File: config.mk
export PLATFORM = sky130hd
export DESIGN_NAME = system_mgmt_key_read_port
export DESIGN_NICKNAME = d
export VERILOG_FILES = /design/src/hdl/skrp_pkg.sv /design/src/hdl/skrp_osk_regs.sv /design/src/hdl/skrp_core.sv /design/src/hdl/system_mgmt_key_read_port.sv
export VERILOG_INCLUDE_DIRS = /design/src /design/src/hdl
export SDC_FILE = /design/constraint.sdc
export NUM_CORES = 1
export LEC_CHECK = 0
export ABC_AREA = 0
export BUFFER_PORTS_ARGS = -buffer_cell sky130_fd_sc_hd__buf_2
export CAP_MARGIN = 20
export CORE_UTILIZATION = 58
export CTS_BUF_LIST = sky130_fd_sc_hd__clkbuf_4 sky130_fd_sc_hd__clkbuf_8
export CTS_CLUSTER_SIZE = 8
export DETAILED_ROUTE_END_ITERATION = 10
export PLACE_DENSITY = 0.88
export SLEW_MARGIN = 20
export SYNTH_ARGS = -nofsm -noshare
export SYNTH_HDL_FRONTEND = slang
export SYNTH_SLANG_ARGS = --single-unit
File: constraint.sdc
create_clock -name clk -period 2.65 [get_ports clk]
set_input_delay 0.53 -clock clk [delete_from_list [all_inputs] [get_ports clk]]
set_output_delay 0.53 -clock clk [all_outputs]
set_load 0.03 [all_outputs]
File: src/hdl/system_mgmt_key_read_port_macros.svh
// Assertion macros for the key read port RTL.
`ifndef SYSTEM_MGMT_KEY_READ_PORT_MACROS_SVH
`define SYSTEM_MGMT_KEY_READ_PORT_MACROS_SVH
`ifndef NO_ASSERTIONS
`define SKRP_ASSERT(lbl, clk, rst_n, prop) \
	lbl: assert property (@(posedge clk) disable iff (!rst_n) (prop)) \
		else $error("skrp: invariant violated");
`define SKRP_ASSERT_NEXT(lbl, clk, rst_n, pre, post) \
	lbl: assert property (@(posedge clk) disable iff (!rst_n) (pre) |=> (post)) \
		else $error("skrp: sequence violated");
`else
`define SKRP_ASSERT(lbl, clk, rst_n, prop)
`define SKRP_ASSERT_NEXT(lbl, clk, rst_n, pre, post)
`endif
`endif

File: src/hdl/skrp_pkg.sv
// Shared types, port codes and key tables for the key read port.
`timescale 1ns / 1ps
package skrp_pkg;

	localparam logic [15:0] PORT_DATA = 16'h0300;
	localparam logic [15:0] PORT_CMD  = 16'h0304;
	localparam logic [15:0] PORT_ERR  = 16'h031e;

	localparam logic [7:0] CMD_READ = 8'h10;

	localparam logic [7:0] ST_DONE  = 8'h00;
	localparam logic [7:0] ST_READY = 8'h01;
	localparam logic [7:0] ST_ACK   = 8'h04;
	localparam logic [7:0] ST_NEW   = 8'h08;

	localparam logic [7:0] ER_NONE  = 8'h00;
	localparam logic [7:0] ER_INTR  = 8'h80;
	localparam logic [7:0] ER_STILL = 8'h81;
	localparam logic [7:0] ER_BAD   = 8'h82;
	localparam logic [7:0] ER_NOKEY = 8'h84;

	localparam int NUM_KEYS = 6;

	typedef enum logic [2:0] {
		KEY_REV  = 3'd0,
		KEY_NATJ = 3'd1,
		KEY_MSSP = 3'd2,
		KEY_MSSD = 3'd3,
		KEY_OSK0 = 3'd4,
		KEY_OSK1 = 3'd5
	} key_id_t;

	// first character in the top byte
	localparam logic [31:0] KEY_NAMES [NUM_KEYS] = '{
		"REV ", "NATJ", "MSSP", "MSSD", "OSK0", "OSK1"
	};
	localparam logic [5:0] KEY_LENS [NUM_KEYS] = '{
		6'd6, 6'd1, 6'd1, 6'd1, 6'd32, 6'd32
	};
	localparam logic [7:0] REV_BYTES [6] = '{
		8'h01, 8'h13, 8'h0f, 8'h00, 8'h00, 8'h03
	};

	typedef struct packed {
		logic        action;
		logic [15:0] port_address;
		logic [7:0]  write_value;
	} req_t;

	localparam logic ACT_WRITE = 1'b1;

	// fixed-table key contents
	function automatic logic [7:0] rom_byte(key_id_t k, logic [5:0] pos);
		logic [7:0] b;
		b = 8'h00;
		case (k)
			KEY_REV:  if (pos < 6'd6) b = REV_BYTES[pos[2:0]];
			KEY_MSSD: if (pos == 6'd0) b = 8'h03;
			default:  b = 8'h00;
		endcase
		return b;
	endfunction

endpackage

File: src/hdl/skrp_osk_regs.sv
// Configuration registers holding the 64-byte key, with byte select.
`timescale 1ns / 1ps
module skrp_osk_regs (
	input  logic        clk,
	input  logic        arst_n,
	input  logic        cfg_we,
	input  logic [2:0]  cfg_index,
	input  logic [63:0] cfg_data,
	input  logic [5:0]  byte_index,
	output logic [7:0]  key_byte
);
	import skrp_pkg::*;

	logic [63:0] word_q [8];
	logic [63:0] sel_word;

	always_ff @(posedge clk or negedge arst_n) begin
		if (!arst_n) begin
			for (int i = 0; i < 8; i++) word_q[i] <= '0;
		end else if (cfg_we) begin
			word_q[cfg_index] <= cfg_data;
		end
	end

	assign sel_word = word_q[byte_index[5:3]];
	assign key_byte = sel_word[{byte_index[2:0], 3'b000} +: 8];

endmodule

File: src/hdl/skrp_core.sv
// Command/status protocol state and per-access update logic.
`timescale 1ns / 1ps
`include "system_mgmt_key_read_port_macros.svh"
module skrp_core (
	input  logic          clk,
	input  logic          arst_n,
	input  logic          fire,
	input  skrp_pkg::req_t req,
	input  logic [7:0]    osk_byte,
	output logic [5:0]    osk_index,
	output logic [7:0]    result
);
	import skrp_pkg::*;

	logic [7:0] cmd_q, status_q, error_q, last_q;
	logic [2:0] wc_q;
	key_id_t    sel_q;
	logic [5:0] len_q, pos_q;
	logic [7:0] kb_q [4];

	logic [7:0] cmd_d, status_d, error_d, last_d;
	logic [2:0] wc_d;
	key_id_t    sel_d;
	logic [5:0] len_d, pos_d;
	logic       kb_we;

	logic       is_data, is_cmd, is_err, is_wr, cmd_ok, busy;
	logic       found;
	key_id_t    found_id;
	logic [31:0] name;
	logic [7:0] key_byte;
	logic [5:0] pos_inc;

	assign is_data = req.port_address == PORT_DATA;
	assign is_cmd  = req.port_address == PORT_CMD;
	assign is_err  = req.port_address == PORT_ERR;
	assign is_wr   = req.action == ACT_WRITE;
	assign cmd_ok  = cmd_q == CMD_READ;
	assign busy    = status_q[3:0] != ST_DONE[3:0];
	assign name    = {kb_q[0], kb_q[1], kb_q[2], kb_q[3]};
	assign pos_inc = pos_q + 6'd1;

	assign osk_index = {sel_q == KEY_OSK1, pos_q[4:0]};
	assign key_byte  = (sel_q == KEY_OSK0 || sel_q == KEY_OSK1) ?
		osk_byte : rom_byte(sel_q, pos_q);

	always_comb begin
		found    = 1'b0;
		found_id = KEY_REV;
		for (int k = NUM_KEYS - 1; k >= 0; k--) begin
			if (name == KEY_NAMES[k]) begin
				found    = 1'b1;
				found_id = key_id_t'(3'(k));
			end
		end
	end

	always_comb begin
		cmd_d    = cmd_q;
		status_d = status_q;
		error_d  = error_q;
		last_d   = last_q;
		wc_d     = wc_q;
		sel_d    = sel_q;
		len_d    = len_q;
		pos_d    = pos_q;
		kb_we    = 1'b0;
		result   = 8'h00;
		if (!is_wr) begin
			if (is_cmd) begin
				result = status_q;
			end else if (is_err) begin
				result = error_q;
			end else if (is_data) begin
				if (!cmd_ok) begin
					status_d = ST_DONE;
					error_d  = ER_STILL;
				end else if (status_q[0] && pos_q < len_q) begin
					last_d   = key_byte;
					pos_d    = pos_inc;
					status_d = (pos_inc == len_q) ? ST_DONE : (ST_ACK | ST_READY);
				end
				result = last_d;
			end
		end else if (is_cmd) begin
			if (req.write_value == CMD_READ) begin
				if (status_q[3:0] == ST_DONE[3:0] || status_q[3:0] == ST_NEW[3:0]) begin
					cmd_d    = req.write_value;
					status_d = ST_NEW | ST_ACK;
				end else begin
					status_d = ST_NEW;
					error_d  = ER_INTR;
				end
			end else begin
				status_d = ST_NEW;
				error_d  = ER_BAD;
			end
			wc_d  = 3'd0;
			pos_d = 6'd0;
		end else if (is_data) begin
			if (!cmd_ok) begin
				status_d = ST_DONE;
				error_d  = ER_STILL;
			end else if (busy) begin
				if (wc_q < 3'd4) begin
					kb_we    = 1'b1;
					status_d = ST_ACK;
				end else if (wc_q == 3'd4) begin
					if (found) begin
						sel_d    = found_id;
						len_d    = KEY_LENS[found_id];
						pos_d    = 6'd0;
						status_d = ST_ACK | ST_READY;
						error_d  = ER_NONE;
					end else begin
						status_d = ST_DONE;
						error_d  = ER_NOKEY;
					end
				end
				if (wc_q < 3'd5) wc_d = wc_q + 3'd1;
			end
		end
	end

	always_ff @(posedge clk or negedge arst_n) begin
		if (!arst_n) begin
			cmd_q    <= 8'h00;
			status_q <= ST_DONE;
			error_q  <= ER_NONE;
			last_q   <= 8'h00;
			wc_q     <= 3'd0;
			sel_q    <= KEY_REV;
			len_q    <= 6'd0;
			pos_q    <= 6'd0;
		end else if (fire) begin
			cmd_q    <= cmd_d;
			status_q <= status_d;
			error_q  <= error_d;
			last_q   <= last_d;
			wc_q     <= wc_d;
			sel_q    <= sel_d;
			len_q    <= len_d;
			pos_q    <= pos_d;
		end
	end

	// key name bytes: no reset, always written before a lookup
	always_ff @(posedge clk) begin
		if (fire && kb_we) kb_q[wc_q[1:0]] <= req.write_value;
	end

	`SKRP_ASSERT(a_wc_sat, clk, arst_n, wc_q <= 3'd5)
	`SKRP_ASSERT(a_pos_in_range, clk, arst_n, pos_q <= len_q)
	`SKRP_ASSERT(a_ready_needs_cmd, clk, arst_n, !status_q[0] || cmd_q == CMD_READ)
	`SKRP_ASSERT_NEXT(a_idle_hold, clk, arst_n, !fire, $stable(wc_q) && $stable(pos_q))

endmodule

File: src/hdl/system_mgmt_key_read_port.sv
// Top level of the management key read port: handshake stages and key registers.
//
// Usage:
//   Each request on the input channel (in_valid/in_ready) is one byte bus access:
//   action (0 read, 1 write), port_address and write_value. Every request gives
//   exactly one response byte, read_data, on the output channel
//   (out_valid/out_ready); writes and unknown ports return zero.
//   The 64-byte key is loaded through cfg_we/cfg_index/cfg_data, one 64-bit
//   word per write, while no request is in flight.
// Timing:
//   A request is captured in an input register; the protocol update then loads the
//   output register, which raises out_valid, once the output stage can advance.
//   One request per cycle is sustained while out_ready stays high; the protocol
//   update is a single pass of logic between the two registers.
// Reset:
//   arst_n clears both stages, the protocol state (status done, no error) and
//   the key registers.
// Stall:
//   While out_ready is low the response holds; one further request may sit in
//   the input register, after which in_ready drops.
`timescale 1ns / 1ps
module system_mgmt_key_read_port (
	input  logic        clk,
	input  logic        arst_n,
	input  logic        in_valid,
	output logic        in_ready,
	input  logic        action,
	input  logic [15:0] port_address,
	input  logic [7:0]  write_value,
	output logic        out_valid,
	input  logic        out_ready,
	output logic [7:0]  read_data,
	input  logic        cfg_we,
	input  logic [2:0]  cfg_index,
	input  logic [63:0] cfg_data
);
	import skrp_pkg::*;

	logic       valid_s1, valid_s2;
	req_t       req_s1;
	logic [7:0] data_s2;
	logic       adv, fire;
	logic [7:0] result;
	logic [5:0] osk_index;
	logic [7:0] osk_byte;

	assign adv      = !valid_s2 || out_ready;
	assign fire     = valid_s1 && adv;
	assign in_ready = !valid_s1 || adv;

	always_ff @(posedge clk or negedge arst_n) begin
		if (!arst_n) begin
			valid_s1 <= 1'b0;
			valid_s2 <= 1'b0;
		end else begin
			if (in_ready) valid_s1 <= in_valid;
			if (fire) valid_s2 <= 1'b1;
			else if (out_ready) valid_s2 <= 1'b0;
		end
	end

	always_ff @(posedge clk) begin
		if (in_valid && in_ready) begin
			req_s1.action       <= action;
			req_s1.port_address <= port_address;
			req_s1.write_value  <= write_value;
		end
		if (fire) data_s2 <= result;
	end

	skrp_osk_regs u_osk (
		.clk        (clk),
		.arst_n     (arst_n),
		.cfg_we     (cfg_we),
		.cfg_index  (cfg_index),
		.cfg_data   (cfg_data),
		.byte_index (osk_index),
		.key_byte   (osk_byte)
	);

	skrp_core u_core (
		.clk       (clk),
		.arst_n    (arst_n),
		.fire      (fire),
		.req       (req_s1),
		.osk_byte  (osk_byte),
		.osk_index (osk_index),
		.result    (result)
	);

	assign out_valid = valid_s2;
	assign read_data = data_s2;

endmodule
=== Word level (Yosys, flattened, before mapping) ===
Memory sizes are Yosys's and may differ from the RTL's. A register that Yosys moved wholly into a read port is not among the register bits.
Index checks and enable logic that the tools add are counted.

* Memories kept: 3
* Bits of input ports: 97
* Register bits after elaboration: 591
* Bits in read-only memories: 112
* RAM bits: 32

* $lt $le $gt $ge: 8
* Shift-type cells: 1
* Multiplexer cells: 87
* Add/subtract/negate cells: 2
* Equality and inequality tests: 31
* Reduce and logical (&&, ||, !) cells: 31
* Bitwise gates (word level): 8

{| class="wikitable"
|+ Memory list
! name !! words !! bits a word !! read ports !! clocked after Yosys merged registers in !! write ports !! RTL line !! RTL
|-
| (no name shown) || 8 || 8 || 1 || 0 || 0 || skrp_pkg.sv:57 || <nowiki>KEY_REV: if (pos < 6'd6) b = REV_BYTES[pos[2:0]];</nowiki>
|-
| (no name shown) || 8 || 6 || 1 || 1 || 0 || skrp_core.sv:111 || <nowiki>len_d = KEY_LENS[found_id];</nowiki>
|-
| u_core.kb_q || 4 || 8 || 4 || 0 || 1 || skrp_core.sv:19 || <nowiki>logic [7:0] kb_q [4];</nowiki>
|}

{| class="wikitable"
|+ Operators with widths
! cell !! number
|-
| $bwmux 512 || 1
|-
| $mux 8 || 35
|-
| $bmux 64 s3 || 1
|-
| $demux 64 s3 || 1
|-
| $eq 32x31->1 const B || 6
|-
| $mux 64 || 3
|-
| $mux 6 || 13
|-
| $shiftx 64x7->8 || 1
|-
| $eq 16x10->1 const B || 3
|-
| $mux 3 || 15
|-
| $eq 8x5->1 const B || 2
|-
| $mux 1 || 16
|-
| $not 3->4 || 4
|-
| $pmux 8 s2 || 1
|-
| $reduce_bool 2->1 || 8
|-
| $ge 4x4->1 const B || 3
|-
| $ne 3x2->1 const B || 4
|-
| $reduce_and 12->1 || 1
|-
| $reduce_and 10->1 || 1
|-
| $reduce_and 5->1 || 2
|-
| $eq 3x3->1 const B || 3
|-
| $ne 3x1->1 const B || 3
|-
| $reduce_and 9->1 || 1
|-
| $reduce_and 8->1 || 1
|-
| other kinds (23) || 39
|}

=== Depth between registers and ports, before layout ===
An unclocked memory read counts as a cell.

* Word-level depth: 16
* Depth in mapped cells: 11
* Gate-level depth less buffers: 9

=== Cells and area by module ===
From an unflattened synthesis, not the netlist that was laid out.

* Cell total of the unflattened synthesis: 1858
* Area, all modules: 28319.7 um2

{| class="wikitable"
|+ Modules (own cells, without submodules)
! module !! area each (um2) !! cells an instance !! seq. area each (um2) !! instances
|-
| skrp_osk_regs || 23213.5 || 1426 || 12812.3 || 1
|-
| skrp_core || 4011.3 || 391 || 1886.8 || 1
|-
| system_mgmt_key_read_port || 1094.8 || 41 || 1041.0 || 1
|}

=== Worst setup path before layout ===
OpenSTA, ideal clock, no wires.

* Path type: register to register
* Start point: register u_core.pos_q[0]
* End point: register u_core.status_q[2]
* Period minus slack after synthesis: 2.520 ns
* Path buffers: 1
* Required time: 2.525 ns
* Stages on the path, launching flop included: 11
* Arrival: 2.396 ns
* Setup slack: 0.130 ns
* Library setup time: 0.125 ns
* Path through: dfrtp_1 > clkbuf_1 > inv_1 > ha_1 > nor2b_1 > o21a_1 > o41ai_4 > nand2_1 > a21o_1 > a211oi_1 > mux2_2

* Longest elaborated chain between the ends: 9
* Elaborated cells on any way between the ends: 13
* Classes of those cells: add/sub (1); order compare (1); eq/ne (2); mux (7); reduce/logical (2)

{| class="wikitable"
|+ RTL lines
! element !! RTL line !! RTL
|-
| from (decl) || skrp_core.sv:18 || <nowiki>logic [5:0] len_q, pos_q;</nowiki>
|-
| from (signal assigned) || skrp_core.sv:143 || <nowiki>pos_q <= pos_d;</nowiki>
|-
| $add 6x1->6 || skrp_core.sv:41 || <nowiki>assign pos_inc = pos_q + 6'd1;</nowiki>
|-
| $eq 6x6->1 || skrp_core.sv:81 || <nowiki>status_d = (pos_inc == len_q) ? ST_DONE : (ST_ACK | ST_READY);</nowiki>
|-
| $mux 3 || skrp_core.sv:81 ||
|-
| $mux 8 || skrp_core.sv:78 || <nowiki>end else if (status_q[0] && pos_q < len_q) begin</nowiki>
|-
| $mux 8 || skrp_core.sv:75 || <nowiki>if (!cmd_ok) begin</nowiki>
|-
| $mux 8 || skrp_core.sv:74 || <nowiki>end else if (is_data) begin</nowiki>
|-
| $mux 8 || skrp_core.sv:72 || <nowiki>end else if (is_err) begin</nowiki>
|-
| $mux 8 || skrp_core.sv:70 || <nowiki>if (is_cmd) begin</nowiki>
|-
| $mux 8 || skrp_core.sv:69 || <nowiki>if (!is_wr) begin</nowiki>
|-
| to (signal assigned) || skrp_core.sv:137 || <nowiki>status_q <= status_d;</nowiki>
|-
| to (decl) || skrp_core.sv:15 || <nowiki>logic [7:0] cmd_q, status_q, error_q, last_q;</nowiki>
|}

Several ways; a longest one is shown, not always the timed one. The select of a mux whose other input is x is not followed.
A chain may end at the register's enable or synchronous reset.

=== Final worst setup path ===
* Start point: register u_core.pos_q[3]
* End point: register data_s2[7] (netlist: read_data[7]) (data pin)

* Longest elaborated chain between the ends: 11
* Elaborated cells on any way between the ends: 16
* Classes of those cells: order compare (2); shift (1); mux (11); bitwise (1); reduce/logical (1)

{| class="wikitable"
|+ RTL lines
! element !! RTL line !! RTL
|-
| $not 3->4 (not written as such) || skrp_osk_regs.sv:25 || <nowiki>assign sel_word = word_q[byte_index[5:3]];</nowiki>
|-
| $bmux 64 s3 || skrp_osk_regs.sv:25 ||
|-
| $mux 64 (not written as such) (2 in a row) || skrp_osk_regs.sv:25 ||
|-
| $shiftx 64x7->8 || skrp_osk_regs.sv:26 || <nowiki>assign key_byte = sel_word[{byte_index[2:0], 3'b000} +: 8];</nowiki>
|-
| $mux 8 || skrp_core.sv:44 || <nowiki>assign key_byte = (sel_q == KEY_OSK0 || sel_q == KEY_OSK1) ?</nowiki>
|-
| $mux 8 (*) || skrp_core.sv:78 ||
|-
| $mux 8 (*) || skrp_core.sv:75 ||
|-
| $mux 8 (*) || skrp_core.sv:74 ||
|-
| $mux 8 (*) || skrp_core.sv:72 ||
|-
| $mux 8 (*) || skrp_core.sv:70 ||
|-
| to (signal assigned) || system_mgmt_key_read_port.sv:68 || <nowiki>if (fire) data_s2 <= result;</nowiki>
|-
| to (decl) || system_mgmt_key_read_port.sv:41 || <nowiki>logic [7:0] data_s2;</nowiki>
|}

Mark *: on every way between the ends. The rest lies on a longest branch, timed or not. The select of a mux whose other input is x is not followed.

==> flow_metrics.py <==
metrics = {
    "placement": {
        "post-place-ws_ps": -354.0,
        "dp_hpwl_um": 40970,
        "place_area_sq_um": 29710,
        "io_buffers": 106,
        "routabilityCongestion": 0.9570,
    },
    "synthesis": {
        "synth_top_family_by_area": "multiplexers",
        "ys_types": 73,
        "synth_compound_area_frac": 0.02174,
        "muxShareOfSynthArea": 0.3340,
        "synth_seq_cells": 616,
        "synth_edf_count": 65,
        "synth_area_per_cell_sq_um": 15.76,
        "synth-simple-area-share": 0.04889,
        "async_flop_share": 0.8945,
        "synthAdderAreaFrac": 0.005402,
        "synthesis.area_sq_um": 27790,
        "synthFlopType": "dfrtp_1",
        "synth.yosys.warnings": 0,
        "yosysSeqAreaShare": 0.5663,
        "synthCells": 1764,
        "synth_xor_area_frac": 0.0009454,
        "synth_nets": 1873,
    },
    "clock_network": {
        "cts.path.max_buffers": 3,
        "cts_root_buf": "clkbuf_8",
        "clk_pin_slew_worst_paths_ps": 60,
        "cts_tree": "yes",
        "htree_num_levels": 3,
        "clock_latency_ps": 690,
        "cts.sink_count": 616,
        "cts_made_buffers": 100,
    },
    "global_route": {
        "grt_use_total": 0.2825,
        "antenna_found_initial": 14,
        "grt_max_degree": 105,
        "grt-ovfl-total": 0,
        "grt_pass1_vias": 18481,
        "grt_pass1_wl_um": 106600,
    },
    "power_and_ir_drop": {
        "ir_drop_mv": 0.6090,
        "finalPower_mw": 24.29,
        "p_per_area_nw_per_um2": 749.7,
        "p_leak_nw": 13.50,
    },
    "cells_and_area": {
        "final_area_sq_um": 32400,
        "fin_nets": 2103,
        "fillCellCount": 2795,
        "area_delta_synth_final_pct": 16.56,
        "drive_gt1_frac": 0.5191,
    },
    "drt": {
        "antenna_left": 0,
        "vias_per_cell": 6.502,
        "dr.pass1.iters": 10,
        "drc": 14,
        "wire_per_inst_um": 25.98,
        "drt-total-wl_um": 69690,
        "drt_iter0_markers": 1959,
        "dr_total_vias": 17444,
    },
    "setup_path": {
        "worstPathArrival_ps": 3210,
        "crit_fanout": 9,
        "reg2reg_setup_slack_ps": -130,
        "crit_path_start_kind": "flip-flop",
        "ff2ff_path_depth": 8,
        "worstSetupPathType": "reg2reg",
        "crit_path_end_kind": "flip-flop",
        "worstPathRequired_ps": 3080,
    },
    "worst_hold_path": {
        "hold_path_depth": 1,
        "hold_class": "in2reg",
    },
    "floorplanning": {
        "core_area_sq_um": 46950,
        "die-area_sq_um": 48800,
        "num_rows": 79,
        "dieHeight_um": 220.9,
        "ioPinCount": 107,
        "die_w_um": 220.9,
        "start_util": 0.5920,
    },
    "timing": {
        "finClkSkew_ps": 43.74,
        "rsz0062_at_grt": "true",
        "period_minus_slack_ps": 2777,
        "worst_pin_slew_ps": 815.5,
        "fin_ws_ps": -126.7,
        "tns_ps": -358.4,
        "setup_viol": 7,
        "hold_viol": 0,
        "max_slew_margin": 0.4534,
        "slew_violations": 0,
        "timing.fmax_ghz": 0.3601,
        "timing.final.crit_share": 1.048,
    },
    "run": {
        "max-cap-violations": 0,
    },
    "outcome": {
        "status": "complete, but fails checks",
        "violations": "design-rule violations, negative setup slack",
    },
}
[area by class of cell]
class                      instances  area [sq um]  share of cell area
inverter                          20         75.07            0.002317
clock inverter                    19         172.7            0.005330
timing repair buffer             234          2117             0.06535
clock buffer                     158          1937             0.05979
multi-input combinational       1022         11570              0.3571
antenna                            7         17.52           0.0005407
sequential                       616         15750              0.4861
tap                              607         759.5             0.02344
[registers in the layout, indices dropped and copies added, names as in the netlist]
name and count:
u_core.kb_q 32, u_core.pos_q 6, u_core.last_q 8, valid_s1 1
u_core.len_q 3, u_core.cmd_q 8, req_s1 25, u_core.sel_q 2
u_core.status_q 3, read_data 8, u_osk.word_q 512, u_core.error_q 4
out_valid 1, u_core.wc_q 3
[timing repair]
item / 4_1_cts / 5_1_grt
hold endpoints to repair: 67 / 0
gates cloned: 0 / 3
setup buffers: 5 / 10
hold buffers: 21 / 0
pin swaps: 1 / 2
setup endpoints to repair: 7 / 53
resized for setup: 15 / 37
[layer usage]
| metal | share of wire | wire, um | track usage | up-vias |
|---|---|---|---|---|
| met5 | 0.0012 | 87 | 0 | - |
| li1 | - | - | - | 7197 |
| met1 | 0.39 | 27310 | 0.3651 | 9201 |
| met3 | 0.078 | 5414 | 0.07170 | 191 |
| met2 | 0.50 | 34740 | 0.4647 | 841 |
| met4 | 0.031 | 2141 | 0.1047 | 14 |
[metrics by stage]
step                        util  instances  hold slack, ps
after global routing      0.6898       2680           9.727
final                     0.6900       2683           45.74
after detailed placement  0.6328       2460           453.7
after CTS                 0.6835       2663           3.327
after floorplan                -       1764           234.4
after global placement    0.6328       2460           443.6
[worst max-delay path, cell delays in order (launching register included)]
cell       delay (ps)
dfrtp_4           520
buf_12            170
buf_12            140
mux4_2            550
mux4_2            590
o2111ai_2         230
o21ai_2           110
nand3_1           130
a211oi_1           80
[worst paths after layout]
kind,start,end
max in group asynchronous,arst_n,u_osk.word_q[338]
max,u_core.pos_q[3],read_data[7]
max reg2reg,u_core.pos_q[3],read_data[7]
min in group asynchronous,arst_n,u_osk.word_q[379]
min reg2reg,u_core.cmd_q[4],u_core.cmd_q[4]
min,write_value[3],req_s1[3]
[power by group]
part	internal [mW]	leakage (nW)	switching, mW
Sequential	11.3	7.26	1.01
Combinational	2.10	5.13	1.25
Clock	4.83	1.11	3.77
Total	18.3	13.5	6.04
[logic make-up after synthesis]
group,Yosys count
AO/OA/AOI/OAI,83
XOR/XNOR,3
adder cells (fa/ha/maj),12
buffers and inverters,126
flip-flops,616
multiplexers,672
AND/OR/NAND/NOR,252
[cells in the mapped netlist (3+ instances only)]
cell,count,share of area
nand4b_1,7,0.0022
nor2_1,32,0.0043
a31oi_1,3,0.00068
a32oi_1,4,0.0013
dfrtp_1,551,0.50
and3_1,7,0.0016
mux4_2,115,0.093
a221o_1,3,0.0011
edfxtp_1,65,0.070
clkbuf_1,71,0.0096
nor2b_1,14,0.0032
nand4_1,13,0.0029
mux2i_1,11,0.0040
nand2b_1,13,0.0029
nor3_1,17,0.0031
nand2_1,65,0.0088
buf_6,12,0.0049
nand3b_1,4,0.0011
or3_1,3,0.00068
o21ai_0,12,0.0022
mux4_1,28,0.026
buf_4,7,0.0019
o22ai_1,4,0.00090
a21o_1,4,0.0011
nor4b_1,7,0.0022
nor3b_1,5,0.0014
ha_1,12,0.0054
a21oi_1,17,0.0031
mux2_2,517,0.21
nor4_1,10,0.0023
inv_1,20,0.0027
o211ai_1,5,0.0014
a211oi_1,5,0.0014
nand3_1,35,0.0063
and2_1,6,0.0014
buf_2,12,0.0022
o31ai_1,3,0.00081
[cells in the final DEF, fill, tap and decap left out, types with 8 or more instances in the layout]
master,n
nor3_1,12
a21oi_1,15
nand3_1,34
mux4_1,17
nor2b_1,14
nor2_1,31
nand2_1,65
nand2b_1,12
inv_1,20
buf_12,40
buf_2,105
mux2_2,517
ha_1,12
nand4_1,13
dlygate4sd3_1,21
clkbuf_8,120
buf_4,62
nor4_1,8
clkbuf_4,38
dfrtp_1,549
mux4_2,126
edfxtp_1,65
o21ai_0,9
mux2i_1,11
(Power assumes the default switching activity.)
